File: src/design/polyline_normal_offset_macros.svh
// assertion macros shared by pno_front and pno_back
`ifndef POLYLINE_NORMAL_OFFSET_MACROS_SVH
`define POLYLINE_NORMAL_OFFSET_MACROS_SVH

`define PNO_ASSERT_IMP(lbl, clk, rst_n, ante, cons) \
    lbl: assert property (@(posedge clk) disable iff (!rst_n) (ante) |-> (cons)) \
        else $error("assertion failed");

`define PNO_ASSERT_NXT(lbl, clk, rst_n, ante, cons) \
    lbl: assert property (@(posedge clk) disable iff (!rst_n) (ante) |=> (cons)) \
        else $error("assertion failed");

`endif

File: src/design/pno_pkg.sv
`default_nettype none
package pno_pkg;
    localparam int unsigned UNIT_SHIFT = 14;
    localparam int unsigned NORM_BITS  = 30;
    localparam int unsigned OFF_WIDTH  = 32;

    typedef enum logic [2:0] {
        t_st_idle,
        t_st_norm,
        t_st_sqrt,
        t_st_div,
        t_st_mul,
        t_st_out
    } t_state;
endpackage
`default_nettype wire

File: src/design/pno_front.sv
`default_nettype none
module pno_front #(
    parameter int unsigned CW = 32
) (
    input  wire logic          i_clk,
    input  wire logic          i_rst_n,
    input  wire logic          i_valid,
    output logic               o_stall,
    input  wire logic [CW-1:0] i_x,
    input  wire logic [CW-1:0] i_y,
    input  wire logic          i_last,
    output logic               o_job_valid,
    input  wire logic          i_job_ready,
    output logic [CW-1:0]      o_job_px,
    output logic [CW-1:0]      o_job_py,
    output logic [CW:0]        o_job_dx,
    output logic [CW:0]        o_job_dy,
    output logic               o_job_last
);
    import pno_pkg::*;

    // queue entry: point, tangent, last
    localparam int unsigned EW = 2 * CW + 2 * (CW + 1) + 1;
    localparam int unsigned QD = 4;

    logic [EW-1:0] r_q [QD];
    logic [1:0]    r_wp, r_rp;
    logic [2:0]    r_cnt;
    logic [CW-1:0] r_ox, r_oy, r_px, r_py;
    logic [1:0]    r_seen;
    logic          r_pend;
    logic [EW-1:0] r_pend_e;

    logic          acc, push, pop;
    logic [EW-1:0] push_e, e1, e2;
    logic [CW:0]   d1x, d1y, d2x, d2y;
    logic          two;

    assign pop     = o_job_valid && i_job_ready;
    // second result of a last point waits in r_pend
    assign o_stall = r_pend || (r_cnt > 3'(QD - 2));
    assign acc     = i_valid && !o_stall;

    always_comb begin
        d1x = (r_seen == 2'd2) ? ({i_x[CW-1], i_x} - {r_ox[CW-1], r_ox})
                               : ({i_x[CW-1], i_x} - {r_px[CW-1], r_px});
        d1y = (r_seen == 2'd2) ? ({i_y[CW-1], i_y} - {r_oy[CW-1], r_oy})
                               : ({i_y[CW-1], i_y} - {r_py[CW-1], r_py});
        d2x = {i_x[CW-1], i_x} - {r_px[CW-1], r_px};
        d2y = {i_y[CW-1], i_y} - {r_py[CW-1], r_py};
        e1  = {r_px, r_py, d1x, d1y, 1'b0};
        e2  = {i_x, i_y, d2x, d2y, 1'b1};
        two = 1'b0;
        push_e = e1;
        push = 1'b0;
        if (r_pend) begin
            push   = 1'b1;
            push_e = r_pend_e;
        end else if (acc) begin
            if (r_seen == 2'd0) begin
                push   = i_last;
                push_e = {i_x, i_y, {(CW + 1){1'b0}}, {(CW + 1){1'b0}}, 1'b1};
            end else begin
                push = 1'b1;
                two  = i_last;
            end
        end
    end

    always_ff @(posedge i_clk) begin
        if (!i_rst_n) begin
            r_wp   <= '0;
            r_rp   <= '0;
            r_cnt  <= '0;
            r_seen <= '0;
            r_pend <= 1'b0;
            r_ox <= '0; r_oy <= '0; r_px <= '0; r_py <= '0;
        end else begin
            if (push) begin
                r_q[r_wp] <= push_e;
                r_wp      <= r_wp + 2'd1;
            end
            if (pop) r_rp <= r_rp + 2'd1;
            r_cnt <= r_cnt + 3'(push) - 3'(pop);
            if (r_pend) r_pend <= 1'b0;
            if (two) begin
                r_pend   <= 1'b1;
                r_pend_e <= e2;
            end
            if (acc) begin
                if (i_last) begin
                    r_seen <= '0;
                    r_ox <= '0; r_oy <= '0; r_px <= '0; r_py <= '0;
                end else begin
                    r_seen <= (r_seen == 2'd0) ? 2'd1 : 2'd2;
                    r_ox <= r_px; r_oy <= r_py;
                    r_px <= i_x;  r_py <= i_y;
                end
            end
        end
    end

    assign o_job_valid = (r_cnt != 3'd0);
    assign {o_job_px, o_job_py, o_job_dx, o_job_dy, o_job_last} = r_q[r_rp];

    `include "polyline_normal_offset_macros.svh"
    `PNO_ASSERT_IMP(a_q_bound, i_clk, i_rst_n, 1'b1, r_cnt <= 3'(QD))
    `PNO_ASSERT_NXT(a_pend_push, i_clk, i_rst_n, two, r_pend && push)
    `PNO_ASSERT_IMP(a_no_acc_pend, i_clk, i_rst_n, r_pend, !acc)
endmodule
`default_nettype wire

File: config.mk
export PLATFORM = sky130hd
export DESIGN_NAME = pno_front
export DESIGN_NICKNAME = d
export VERILOG_FILES = /design/src/design/pno_pkg.sv /design/src/design/pno_front.sv
export VERILOG_INCLUDE_DIRS = /design/src /design/src/design
export SDC_FILE = /design/constraint.sdc
export NUM_CORES = 1
export LEC_CHECK = 0
export BUFFER_PORTS_ARGS = -buffer_cell sky130_fd_sc_hd__buf_2
export CELL_PAD_IN_SITES_DETAIL_PLACEMENT = 1
export CELL_PAD_IN_SITES_GLOBAL_PLACEMENT = 1
export CORE_MARGIN = 2
export CORE_UTILIZATION = 23
export CTS_BUF_LIST = sky130_fd_sc_hd__clkbuf_2
export CTS_CLUSTER_SIZE = 20
export DETAILED_ROUTE_END_ITERATION = 7
export GPL_TIMING_DRIVEN = 0
export PLACE_DENSITY = 0.42
export SYNTH_ARGS = -nofsm -noshare
export SYNTH_HDL_FRONTEND = slang
export SYNTH_SLANG_ARGS = --single-unit
export TNS_END_PERCENT = 1
File: constraint.sdc
create_clock -name i_clk -period 23.2 [get_ports i_clk]
set_input_delay 4.64 -clock i_clk [delete_from_list [all_inputs] [get_ports i_clk]]
set_output_delay 4.64 -clock i_clk [all_outputs]
set_load 0.01 [all_outputs]
### Word-level counts from Yosys, hierarchy flattened

Memories as Yosys holds them, arrays and structs flattened. A register that Yosys moved wholly into a read port is not among the register bits.
Index checks and enable logic that the tools add are counted.

* register bits: 268
* word-level logic and storage cells: 51
* memories kept: 1
* input port bits: 69
* output and inout bits: 133
* memory bits (writable): 524

Memories
* r_q: words 4, bits a word 131, read ports 1, clocked after Yosys merged registers in 1, wr ports 1, RTL line pno_front.sv:26 `logic [EW-1:0] r_q [QD];`

* magnitude comparators: 1
* $add $sub $neg: 8
* reductions and logical operators: 7
* equality and inequality tests: 1
* muxes and demuxes: 23

Operators by type and width (count)
* 131-bit 2-to-1 mux: 3
* 32-bit by 32-bit subtractor with 33-bit output: 4
* 32-bit 2-to-1 mux: 4
* 33-bit 2-to-1 mux: 2
* 1-bit 2-to-1 mux: 10
* 2-bit 2-to-1 mux: 4
* 2-bit by 1-bit adder with 2-bit output, second input constant: 2
* 3-bit by 1-bit adder with 3-bit output: 1
* 3-bit by 2-bit greater-than comparator with 1-bit output, second input constant: 1
* 3-bit nonzero test: 1
* 3-bit by 1-bit subtractor with 3-bit output: 1
* 2-bit == test, second input constant: 1
* 1-bit logical AND: 2
* 2-bit logical NOT: 1
* 2-bit AND reduction: 1
* 1-bit logical NOT: 1
* 1-bit logical OR: 1

### Depth between registers and ports, before layout

Gate-level depths: netlist (run 1).

* depth after elaboration: 9
* depth in mapped cells: 13
* depth with buffers taken out: 13

### Worst setup path before layout (run 1)

No wires, ideal clock.

* kind: input to register
* start: in i_valid
* end: reg r_pend_e[100] (enable)
* cell stages on the path: 6
* path buffers: 3
* path slack: 11.421 ns
* data arrival time: 11.158 ns
* required time: 22.579 ns
* library setup time: 0.621 ns
* cells stage by stage: and2_1 -> clkbuf_1 -> clkbuf_1 -> buf_1 -> nand2_1 -> nor2_1

* cells in the longest elaborated chain, start to end: 4

RTL lines
* start: declaration: RTL line pno_front.sv:7 `input wire logic i_valid,`
* 1-bit logical AND: RTL line pno_front.sv:42 `assign acc = i_valid && !o_stall;`
* 1-bit 2-to-1 mux: RTL line pno_front.sv:59 `end else if (acc) begin`
* 1-bit 2-to-1 mux: RTL line pno_front.sv:56 `if (r_pend) begin`
* 2-bit AND reduction (no line)
* end signal: assignment: RTL line pno_front.sv:88 `r_pend_e <= e2;`
* end: declaration: RTL line pno_front.sv:32 `logic [EW-1:0] r_pend_e;`

Every way passes these cells.
A chain may end at the register's enable or synchronous reset.

==> flow_metrics.env, run 1 <==
export IMPL_status="finished with violations"
export IMPL_violations="max-capacitance violations"
export IMPL_antenna_found_initial=24
export IMPL_cts_resized=0
export IMPL_slew_violations=0
export IMPL_crit_arrival_ns=5.26
export IMPL_finalWeightedCongestion=0.8129
export IMPL_ir_drop_v=0.00004672
export IMPL_max_freq_mhz=101.1
export IMPL_synth_compound_area_share_pct=11.55
export IMPL_drtIter0Drc=1382
export IMPL_cts_num_sinks=794
export IMPL_drc=0
export IMPL_endpoint_kind="primary output"
export IMPL_final_util_pct=27.00
export IMPL_yosysMostFrequentCell="edfxtp_1"
export IMPL_cts_tree="built"
export IMPL_tns_ns=0
export IMPL_drive_gt1_share_pct=21.26
export IMPL_rsz0062_at_grt="no"
export IMPL_ys_types=72
export IMPL_dr_pass1_iters=5
export IMPL_synth_commonest_cells="edfxtp_1, nor2_1, nand2_1"
export IMPL_rows=148
export IMPL_post_cts_setup_buffers=0
export IMPL_tightest_slew_ns=1.475
export IMPL_netlist_top_cells_area="edfxtp_1, mux4_2, dfxtp_1"
export IMPL_min_path_type="reg -> reg"
export IMPL_r2r_start="r_cnt[1]$_SDFF_PN0_"
export IMPL_vias=25550
export IMPL_synth_fa_ha_area_share_pct=4.775
export IMPL_synth_top_family_by_area="compound AO/OA/AOI/OAI gates"
export IMPL_detail_route_antenna_nets=0
export IMPL_fin_nets=3533
export IMPL_cts_path_max_buffers=3
export IMPL_synth_cells=2878
export IMPL_netlist_area_leader_share_pct=52.41
export IMPL_syn2layout_area_growth_pct=16.90
export IMPL_powerDensity_nw_per_um2=93.71
export IMPL_fin_worst_skew_ns=0.1805
export IMPL_drv_cap=1
export IMPL_rr_endpoint="r_q[2][32]$_DFFE_PP_"
export IMPL_syn_nets=3087
export IMPL_layout_cells_non_filler=5689
export IMPL_syn_area_um2=37470
export IMPL_slew_headroom_pct=0.5972
export IMPL_whs_endpoint="r_wp[1]$_SDFFE_PN0N_"
export IMPL_worst_r2r_cell_count=13
export IMPL_rrSetupSlack_ns=16.50
export IMPL_clk_transition_reported_paths_ns=0.10
export IMPL_grt_usage_pct=16.43
export IMPL_ys_ff_latch=794
export IMPL_root_buffer="clkbuf_2"
export IMPL_multi_input_area_um2=13910
export IMPL_yosys_mux_area_fraction_pct=9.690
export IMPL_yosys_warnings=0
export IMPL_path_max_fanout=10
export IMPL_synth_xor_area_share_pct=2.571
export IMPL_hold_path_depth=2
export IMPL_dieArea_um2=166200
export IMPL_dp_hpwl_um=102500
export IMPL_p_leak_nw=14.90
export IMPL_hold_violations=0
export IMPL_wl_per_cell_um=24.31
export IMPL_io_pins=202
export IMPL_yosysTopAreaCell="edfxtp_1"
export IMPL_die_h_um=407.6
export IMPL_yosysSeqAreaShare_pct=59.89
export IMPL_htree_levels=4
export IMPL_cts_made_buffers=223
export IMPL_finalSetupViolCount=0
export IMPL_synthFlopType="edfxtp_1"
export IMPL_wl_um=138300
export IMPL_initial_core_util_pct=23.10
export IMPL_synth_simple_area_share_pct=8.451
export IMPL_post_route_period_util_pct=42.66
export IMPL_dieWidth_um=407.6
export IMPL_clk_latency_ns=1.73
export IMPL_ctsHoldBuffers=0
export IMPL_fill_cells=18070
export IMPL_place_inst=5274
export IMPL_syn_area_per_cell_um2=13.02
export IMPL_overflow=0
export IMPL_seq_area_um2=22440
export IMPL_grt_max_degree=47
export IMPL_grt_pass1_wl_um=197100
export IMPL_portBuffers=200
export IMPL_critPathLaunchType="flop"
export IMPL_worst_setup_path_type="reg -> out"
export IMPL_avgViaCountPerCell=4.492
export IMPL_async_reset_ff_share_pct=0
export IMPL_worst_ep_required_time_ns=18.56
export IMPL_holdCritStartpoint="r_wp[1]$_SDFFE_PN0N_"
export IMPL_core_um2=162200
export IMPL_synth_edf_count=654
export IMPL_grt_pass1_vias=27180
export IMPL_fin_crit_ns=9.896
[critical path: stages, from the launching register on]
cell and delay (ns):
dfxtp_1 0.32, clkbuf_1 0.74, clkbuf_2 0.72, buf_1 0.93, mux4_2 0.67, buf_2 0.17
[cells in the final DEF (no fill, tap or decap), drive strengths merged, types with 15 or more instances in the layout]
master / count
edfxtp: 654
clkbuf: 443
buf: 255
nor2: 227
nand2: 185
inv: 173
o21ai: 167
o21a: 144
dfxtp: 140
a21oi: 137
ha: 135
mux4: 131
nor3: 87
mux2i: 68
nor3b: 66
xnor2: 65
clkinv: 59
a21o: 49
xor2: 45
nor2b: 23
nand2b: 22
and2: 16
o21bai: 16
a31oi: 15
a22oi: 15
[power by group]
group	internal, mW	switching (mW)
registers	1.73	0.0219
logic	0.445	0.846
clock network	0.414	0.653
total	2.58	1.52
[sequential cells by signal (all words and copies together), names as in the netlist, named ones only]
register / count
r_wp: 2
r_cnt: 3
r_py: 32
r_pend_e: 130
r_ox: 32
r_rp: 2
r_oy: 32
r_px: 32
r_q: 524
r_seen: 2
r_pend: 1
[logic make-up (layout without fill, tap and decap cells)]
group / count (synthesis) / in the layout
flip-flops: 794 / 794
AND/OR/NAND/NOR: 674 / 674
AO/OA/AOI/OAI: 655 / 655
buffers and inverters: 306 / 932
multiplexers: 199 / 199
adder cells (fa/ha/maj): 140 / 140
XOR/XNOR: 110 / 110
other: 0 / 10
[how the worst max path moves through the flow]
| stage | to | slack (ns) | depth (start not counted) | startpoint |
|---|---|---|---|---|
| after global routing | o_job_dx[28] | 12.79 | 5 | flop |
| final | o_job_dx[28] | 13.30 | 5 | flop |
| after global placement | r_pend_e[71]$_DFFE_PP_ | 5.14 | 7 | i_valid |
| after detailed placement | r_q[0][32]$_DFFE_PP_ | 12.45 | 10 | i_valid |
| after CTS | o_job_dx[28] | 12.79 | 5 | flop |
| after floorplan | r_pend_e[100]$_DFFE_PP_ | 11.42 | 6 | i_valid |
[metrics by stage]
step	power, mW	cell area (um2)	setup WS (ns)	hold WS [ns]
global placement	3.112	41190	5.143	0.5065
global route	4.356	43790	12.79	0.5690
CTS	4.213	43780	12.79	0.5459
finish	4.105	43800	13.30	0.5420
floorplan	2.526	37470	11.42	0.4740
detailed placement	3.113	41690	12.45	0.5214
[layout make-up]
type / instances / area share [%]
flip-flops and latches: 794 / 51.23
clock inverters: 67 / 0.8969
multi-input cells: 1778 / 31.77
inverters: 167 / 1.431
diodes: 10 / 0.05713
repair buffers: 221 / 3.336
well taps: 2175 / 6.213
plain buffers: 139 / 1.205
clock buffers: 338 / 3.862
[layer usage]
metal / wire (um) / up-vias / GRT usage [%]
li1: - / 11860 / -
met1: 63620 / 12920 / 21.87
met2: 65120 / 564 / 26.77
met3: 6225 / 204 / 3.321
met4: 3259 / 10 / 5.102
met5: 64 / - / 0
Power figures use the tool's default switching activity.
==> run 2, diff against run 1 <==
--- a/config.mk
+++ b/config.mk
@@ -6,6 +6,7 @@
 export SDC_FILE = /design/constraint.sdc
 export NUM_CORES = 1
 export LEC_CHECK = 0
+export ABC_AREA = 1
 export BUFFER_PORTS_ARGS = -buffer_cell sky130_fd_sc_hd__buf_2
 export CELL_PAD_IN_SITES_DETAIL_PLACEMENT = 1
 export CELL_PAD_IN_SITES_GLOBAL_PLACEMENT = 1
@@ -15,7 +16,7 @@
 export CTS_CLUSTER_SIZE = 20
 export DETAILED_ROUTE_END_ITERATION = 7
 export GPL_TIMING_DRIVEN = 0
-export PLACE_DENSITY = 0.42
+export PLACE_DENSITY = 0.45
 export SYNTH_ARGS = -nofsm -noshare
 export SYNTH_HDL_FRONTEND = slang
 export SYNTH_SLANG_ARGS = --single-unit
==> constraint.sdc (replaced) <==
create_clock -name i_clk -period 9.91 [get_ports i_clk]
set_input_delay 1.982 -clock i_clk [delete_from_list [all_inputs] [get_ports i_clk]]
set_output_delay 1.982 -clock i_clk [all_outputs]
set_load 0.01 [all_outputs]
==> flow_metrics.env, run 2 <==
export IMPL_status="complete, no violations"
export IMPL_yosys_mux_area_fraction_pct=0
export IMPL_worst_r2r_cell_count=7
export IMPL_layout_common_cells="nand2_1, inv_1, edfxtp_1, nor2_1, a21oi_1"
export IMPL_syn_area_um2=41720
export IMPL_synth_top_family_by_area="simple AND/OR/NAND/NOR gates"
export IMPL_fin_nets=5438
export IMPL_wl_um=181800
export IMPL_overflow=0
export IMPL_finalSetupViolCount=0
export IMPL_yosys_warnings=0
export IMPL_dieArea_um2=184800
export IMPL_fin_crit_ns=6.839
export IMPL_synth_commonest_cells="nand2_1, inv_1, edfxtp_1"
export IMPL_initial_core_util_pct=23.11
export IMPL_post_route_period_util_pct=69.01
export IMPL_cts_resized=0
export IMPL_htree_levels=4
export IMPL_crit_arrival_ns=4.86
export IMPL_portBuffers=201
export IMPL_endpoint_kind="primary output"
export IMPL_holdCritStartpoint="r_oy[3]$_SDFFE_PN0N_"
export IMPL_rsz0062_at_grt="no"
export IMPL_syn2layout_area_growth_pct=15.99
export IMPL_slew_violations=0
export IMPL_synth_edf_count=654
export IMPL_io_pins=202
export IMPL_internal_power_mw=6.947
export IMPL_drc=0
export IMPL_yosysMostFrequentCell="nand2_1"
export IMPL_rows=156
export IMPL_clk_latency_ns=1.74
export IMPL_dr_pass1_iters=5
export IMPL_synth_compound_area_share_pct=13.51
export IMPL_crit_buf_inv=5
export IMPL_cts_made_buffers=216
export IMPL_rr_endpoint="r_q[3][43]$_DFFE_PP_"
export IMPL_synth_simple_area_share_pct=19.21
export IMPL_core_um2=180500
export IMPL_netlist_top_cells_area="edfxtp_1, nand2_1, dfxtp_1"
export IMPL_worstPathCellList="buf_2, clkinv_1, buf_2, clkbuf_1, o21ai_0, o22ai_1, buf_2"
export IMPL_cp_depth=7
export IMPL_grt_max_degree=27
export IMPL_cts_num_sinks=794
export IMPL_timing_critical_path_mode_cell="buf_2"
export IMPL_grt_pass1_vias=35570
export IMPL_min_path_type="reg -> reg"
export IMPL_p_clk_share_pct=18.8
export IMPL_grt_pass1_wl_um=258000
export IMPL_path_max_fanout=10
export IMPL_fill_cells=21420
export IMPL_worst_ep_required_time_ns=7.93
export IMPL_worst_setup_path_type="reg -> out"
export IMPL_synth_xor_area_share_pct=0.8397
export IMPL_critPathLaunchType="flop"
export IMPL_totalPowerFinal_mw=13.07
export IMPL_p_switching_mw=6.122
export IMPL_critPathTopFamily="buffers and inverters"
export IMPL_async_reset_ff_share_pct=0
export IMPL_hold_violations=0
export IMPL_r2r_start="r_pend$_SDFF_PN0_"
export IMPL_worst_path_max_delay_cell="clkinv_1"
export IMPL_slew_headroom_pct=11.39
export IMPL_fin_worst_skew_ns=0.2047
export IMPL_syn_nets=4983
export IMPL_reg_top3="r_q: 524 flops, r_pend_e: 130 flops"
export IMPL_root_buffer="clkbuf_2"
export IMPL_powerDensity_nw_per_um2=270.1
export IMPL_cp_endpoint="o_job_py[23]"
export IMPL_ys_types=41
export IMPL_die_h_um=429.9
export IMPL_syn_area_per_cell_um2=8.739
export IMPL_cts_tree="built"
export IMPL_cts_path_max_buffers=3
export IMPL_yosysTopAreaCell="edfxtp_1"
export IMPL_wl_per_cell_um=23.35
export IMPL_ys_ff_latch=794
export IMPL_pwr_share_seq_pct=35.2
export IMPL_tightest_slew_ns=1.329
export IMPL_p_leak_nw=20.40
export IMPL_grt_usage_pct=19.34
export IMPL_regMostFlops="r_q"
export IMPL_drtIter0Drc=2234
export IMPL_avgViaCountPerCell=4.546
export IMPL_antenna_found_initial=29
export IMPL_final_common_cell="nand2_1"
export IMPL_synthFlopType="edfxtp_1"
export IMPL_rrSetupSlack_ns=6.08
export IMPL_max_freq_mhz=146.2
export IMPL_combPwrFrac_pct=46.0
export IMPL_yosysSeqAreaShare_pct=53.79
export IMPL_clk_transition_reported_paths_ns=0.09
export IMPL_largest_register_ffs=524
export IMPL_dieWidth_um=429.9
export IMPL_finalWeightedCongestion=0.8673
export IMPL_synth_fa_ha_area_share_pct=4.288
export IMPL_ctsHoldBuffers=0
export IMPL_synth_cells=4774
export IMPL_ir_drop_v=0.0001482
export IMPL_vias=35390
export IMPL_sw_frac_of_total_pct=46.84
export IMPL_post_cts_setup_buffers=0
export IMPL_dp_hpwl_um=141100
export IMPL_drive_gt1_share_pct=14.50
export IMPL_cp_slowest_stage_delay_ns=0.70
export IMPL_detail_route_antenna_nets=0
export IMPL_drv_cap=0
export IMPL_netlist_area_leader_share_pct=47.07
export IMPL_final_util_pct=26.80
==> run 2: final cells by class <==
type | count | area (um2) | area share (%)
flip-flops and latches | 794 | 22440 | 46.37
clock inverters | 75 | 385.4 | 0.7963
diodes | 8 | 20.02 | 0.04137
multi-input cells | 3109 | 15830 | 32.72
inverters | 675 | 2534 | 5.236
clock buffers | 321 | 1607 | 3.320
well taps | 2370 | 2965 | 6.128
repair buffers | 237 | 1647 | 3.403
plain buffers | 196 | 959.7 | 1.983
==> run 2: worst min path at each step <==
stage | end | slack (ns) | depth (start not counted)
final | r_oy[3]$_SDFFE_PN0N_ | 0.47 | 2
after global routing | r_pend_e[80]$_DFFE_PP_ | 0.30 | 1
after CTS | r_pend_e[77]$_DFFE_PP_ | 0.20 | 1
after detailed placement | r_rp[1]$_SDFFE_PN0P_ | 0.46 | 2
after global placement | r_rp[1]$_SDFFE_PN0P_ | 0.46 | 2
after floorplan | flop | 0.44 | 2
==> run 2: per-stage QoR <==
stage	setup TNS (ns)	worst slack, ns	std cells	hold slack (ns)	area [um2]
after floorplan	0	1.301	4774	0.4356	41740
after CTS	0	2.535	7777	0.2003	48370
after global placement	-3027.89	-5.350	7345	0.4572	45710
after global routing	0	2.685	7781	0.3044	48380
after detailed placement	0	4.050	7381	0.4629	46380
final	0	3.071	7785	0.4740	48390
==> run 2: per-layer routing <==
metal,wire length [um],GRT usage (%),part of all wire (%),vias up
met5,61,0,0.034,-
met3,6680,2.862,3.7,217
met2,82140,30.87,45,699
li1,-,-,-,17000
met1,89810,27.49,49,17460
met4,3094,4.341,1.7,12
==> run 2: tightest hold or removal path, cell delays in order (launching register included) <==
cell and delay, ns:
dfxtp_1 0.31, inv_1 0.06, a211oi_1 0.06
==> run 2: power groups by stage <==
stage	Sequential, mW	Combinational, mW	Clock [mW]
6_report	4.60	6.01	2.45
5_1_grt	4.64	6.61	2.73
4_1_cts	4.61	6.07	2.58
3_5_place_dp	4.68	6.04	0
3_3_place_gp	4.76	5.94	0
2_1_floorplan	4.64	3.36	0
==> run 2: kinds of logic after synthesis <==
| logic type | Yosys count |
|---|---|
| flip-flops | 794 |
| adder cells (fa/ha/maj) | 140 |
| buffers and inverters | 871 |
| AO/OA/AOI/OAI | 930 |
| XOR/XNOR | 40 |
| AND/OR/NAND/NOR | 1999 |
==> run 3, diff against run 2 <==
--- a/config.mk
+++ b/config.mk
@@ -6,7 +6,7 @@
 export SDC_FILE = /design/constraint.sdc
 export NUM_CORES = 1
 export LEC_CHECK = 0
-export ABC_AREA = 1
+export ABC_AREA = 0
 export BUFFER_PORTS_ARGS = -buffer_cell sky130_fd_sc_hd__buf_2
 export CELL_PAD_IN_SITES_DETAIL_PLACEMENT = 1
 export CELL_PAD_IN_SITES_GLOBAL_PLACEMENT = 1
@@ -16,7 +16,7 @@
 export CTS_CLUSTER_SIZE = 20
 export DETAILED_ROUTE_END_ITERATION = 7
 export GPL_TIMING_DRIVEN = 0
-export PLACE_DENSITY = 0.45
+export PLACE_DENSITY = 0.42
 export SYNTH_ARGS = -nofsm -noshare
 export SYNTH_HDL_FRONTEND = slang
 export SYNTH_SLANG_ARGS = --single-unit
==> constraint.sdc (replaced) <==
create_clock -name i_clk -period 6.3 [get_ports i_clk]
set_input_delay 1.26 -clock i_clk [delete_from_list [all_inputs] [get_ports i_clk]]
set_output_delay 1.26 -clock i_clk [all_outputs]
set_load 0.01 [all_outputs]
==> flow_metrics.env, run 3 (synthesis results as in run 1) <==
export IMPL_htree_levels=4
export IMPL_avgViaCountPerCell=4.473
export IMPL_dp_hpwl_um=103100
export IMPL_ir_drop_v=0.0001714
export IMPL_fin_crit_ns=5.957
export IMPL_grt_pass1_vias=27480
export IMPL_post_route_period_util_pct=94.56
export IMPL_grt_busiest_layer="met2"
export IMPL_tightest_slew_ns=1.395
export IMPL_core_um2=162200
export IMPL_path_max_fanout=10
export IMPL_dieArea_um2=166200
export IMPL_grt_max_degree=51
export IMPL_rsz0062_at_grt="no"
export IMPL_worstPathCellList="inv_1, ha_1, a21oi_1, nor2_1, nand2_1, nor3_1, clkbuf_1, nor2_2, clkinv_1, nor2_2, clkbuf_1, a22oi_1, o21ai_0"
export IMPL_drtIter0Drc=1241
export IMPL_initial_core_util_pct=23.10
export IMPL_vias=25750
export IMPL_fin_nets=3596
export IMPL_layout_common_cells="edfxtp_1, clkbuf_2, nor2_1, buf_2, nand2_1"
export IMPL_finalSetupViolCount=0
export IMPL_dieWidth_um=407.6
export IMPL_cp_slowest_stage_delay_ns=0.80
export IMPL_syn2layout_area_growth_pct=18.83
export IMPL_slew_violations=0
export IMPL_die_h_um=407.6
export IMPL_grt_pass1_wl_um=199300
export IMPL_wl_per_cell_um=24.00
export IMPL_worst_ep_required_time_ns=7.62
export IMPL_powerDensity_nw_per_um2=341.0
export IMPL_root_buffer="clkbuf_2"
export IMPL_critPathLaunchType="flop"
export IMPL_drc=0
export IMPL_stdcell_area_um2=44530
export IMPL_dr_pass1_iters=5
export IMPL_slew_headroom_pct=6.032
export IMPL_clk_latency_ns=1.74
export IMPL_clk_transition_reported_paths_ns=0.10
export IMPL_fill_cells=18150
export IMPL_grt_usage_pct=16.51
export IMPL_fin_ws_ns=0.3425
export IMPL_cts_path_max_buffers=3
export IMPL_met2_usage_pct=27.28
export IMPL_use_met3_pct=3.043
export IMPL_cts_tree="built"
export IMPL_detail_route_antenna_nets=0
export IMPL_largest_register_ffs=524
export IMPL_drive_gt1_share_pct=20.62
export IMPL_worst_setup_path_type="reg -> reg"
export IMPL_min_path_type="in -> reg"
export IMPL_status="complete, no violations"
export IMPL_rows=148
export IMPL_cts_made_buffers=220
export IMPL_regMostFlops="r_q"
export IMPL_p_leak_nw=15.17
export IMPL_overflow=0
export IMPL_crit_arrival_ns=7.28
export IMPL_io_pins=202
export IMPL_antenna_found_initial=24
export IMPL_post_cts_setup_buffers=0
export IMPL_cts_num_sinks=794
export IMPL_placed_area_um2=41680
export IMPL_portBuffers=200
export IMPL_max_freq_mhz=167.9
export IMPL_wl_um=138200
export IMPL_finalWeightedCongestion=0.8437
export IMPL_final_common_cell="edfxtp_1"
export IMPL_worst_path_max_delay_cell="clkbuf_1"
export IMPL_tns_ns=0
export IMPL_met1_usage_pct=22.14
export IMPL_hold_violations=0
export IMPL_place_ws_ns=-1.053
export IMPL_endpoint_kind="flop"
export IMPL_reg_top3="r_q: 524 flops, r_pend_e: 130 flops"
export IMPL_fin_worst_skew_ns=0.1688
export IMPL_drv_cap=0
==> run 3: cell types whose count changed in the layout (fill, tap and decap cells not counted), moves of 131 or more <==
cell,change
nand3_1,-207
nand2_1,-1016
o21ai_0,-132
a21oi_1,-218
nor2_1,-259
inv_1,-501
o21a_1,+144
mux4_2,+131
==> run 3: final timing paths <==
path | startpoint | end | slack [ns] | cells past startpoint
max | r_cnt[1]$_SDFF_PN0_ | r_q[3][20]$_DFFE_PP_ | 0.34 | 13
min | i_x[0] | r_pend_e[99]$_DFFE_PP_ | 0.37 | 2
max reg2reg | r_cnt[1]$_SDFF_PN0_ | r_q[3][20]$_DFFE_PP_ | 0.34 | 13
min reg2reg | r_wp[1]$_SDFFE_PN0N_ | r_wp[1]$_SDFFE_PN0N_ | 0.53 | 2
==> run 3: layout make-up <==
class	instances	area (um2)	share of cell area, %
flip-flops and latches	794	22440	50.40
multi-input cells	1778	13920	31.26
well taps	2175	2721	6.112
repair buffers	287	2115	4.749
clock buffers	332	1662	3.732
inverters	167	626.9	1.408
plain buffers	139	545.5	1.225
clock inverters	72	459.2	1.031
diodes	14	35.03	0.07868
==> run 3: worst max-delay path: cells and delay by family (launching register included) <==
kind	cells	cell delay, ns
fa+ha+maj	1	0.20
buf+inv	4	2.04
compound gates	3	0.84
flops	1	0.34
simple gates	5	2.09
==> run 3: repair_timing <==
action	CTS	global route
hold buffers	66	0
endpoints found under the hold margin	212	0
resized for setup	7	1
endpoints found under the setup margin	180	12
==> run 3: report_power, final <==
| group | switching [mW] | internal [mW] |
|---|---|---|
| sequential | 0.0810 | 6.35 |
| combinational | 3.12 | 1.68 |
| clock | 2.37 | 1.58 |
==> run 3: per-layer routing <==
layer	up-vias	part of all wire [%]
li1	11980	-
met2	480	48
met5	-	0.083
met4	16	1.9
met3	191	3.8
met1	13080	46
==> run 3: through the flow <==
stage	utilization [%]	power, mW	hold WS, ns	std cells
CTS	27.42	15.57	0.06119	5743
global placement	25.40	11.45	0.5059	5253
floorplan	-	9.301	0.4740	2878
detailed placement	25.69	11.46	0.5208	5273
global route	27.44	16.13	0.1005	5754
finish	27.45	15.18	0.3681	5758
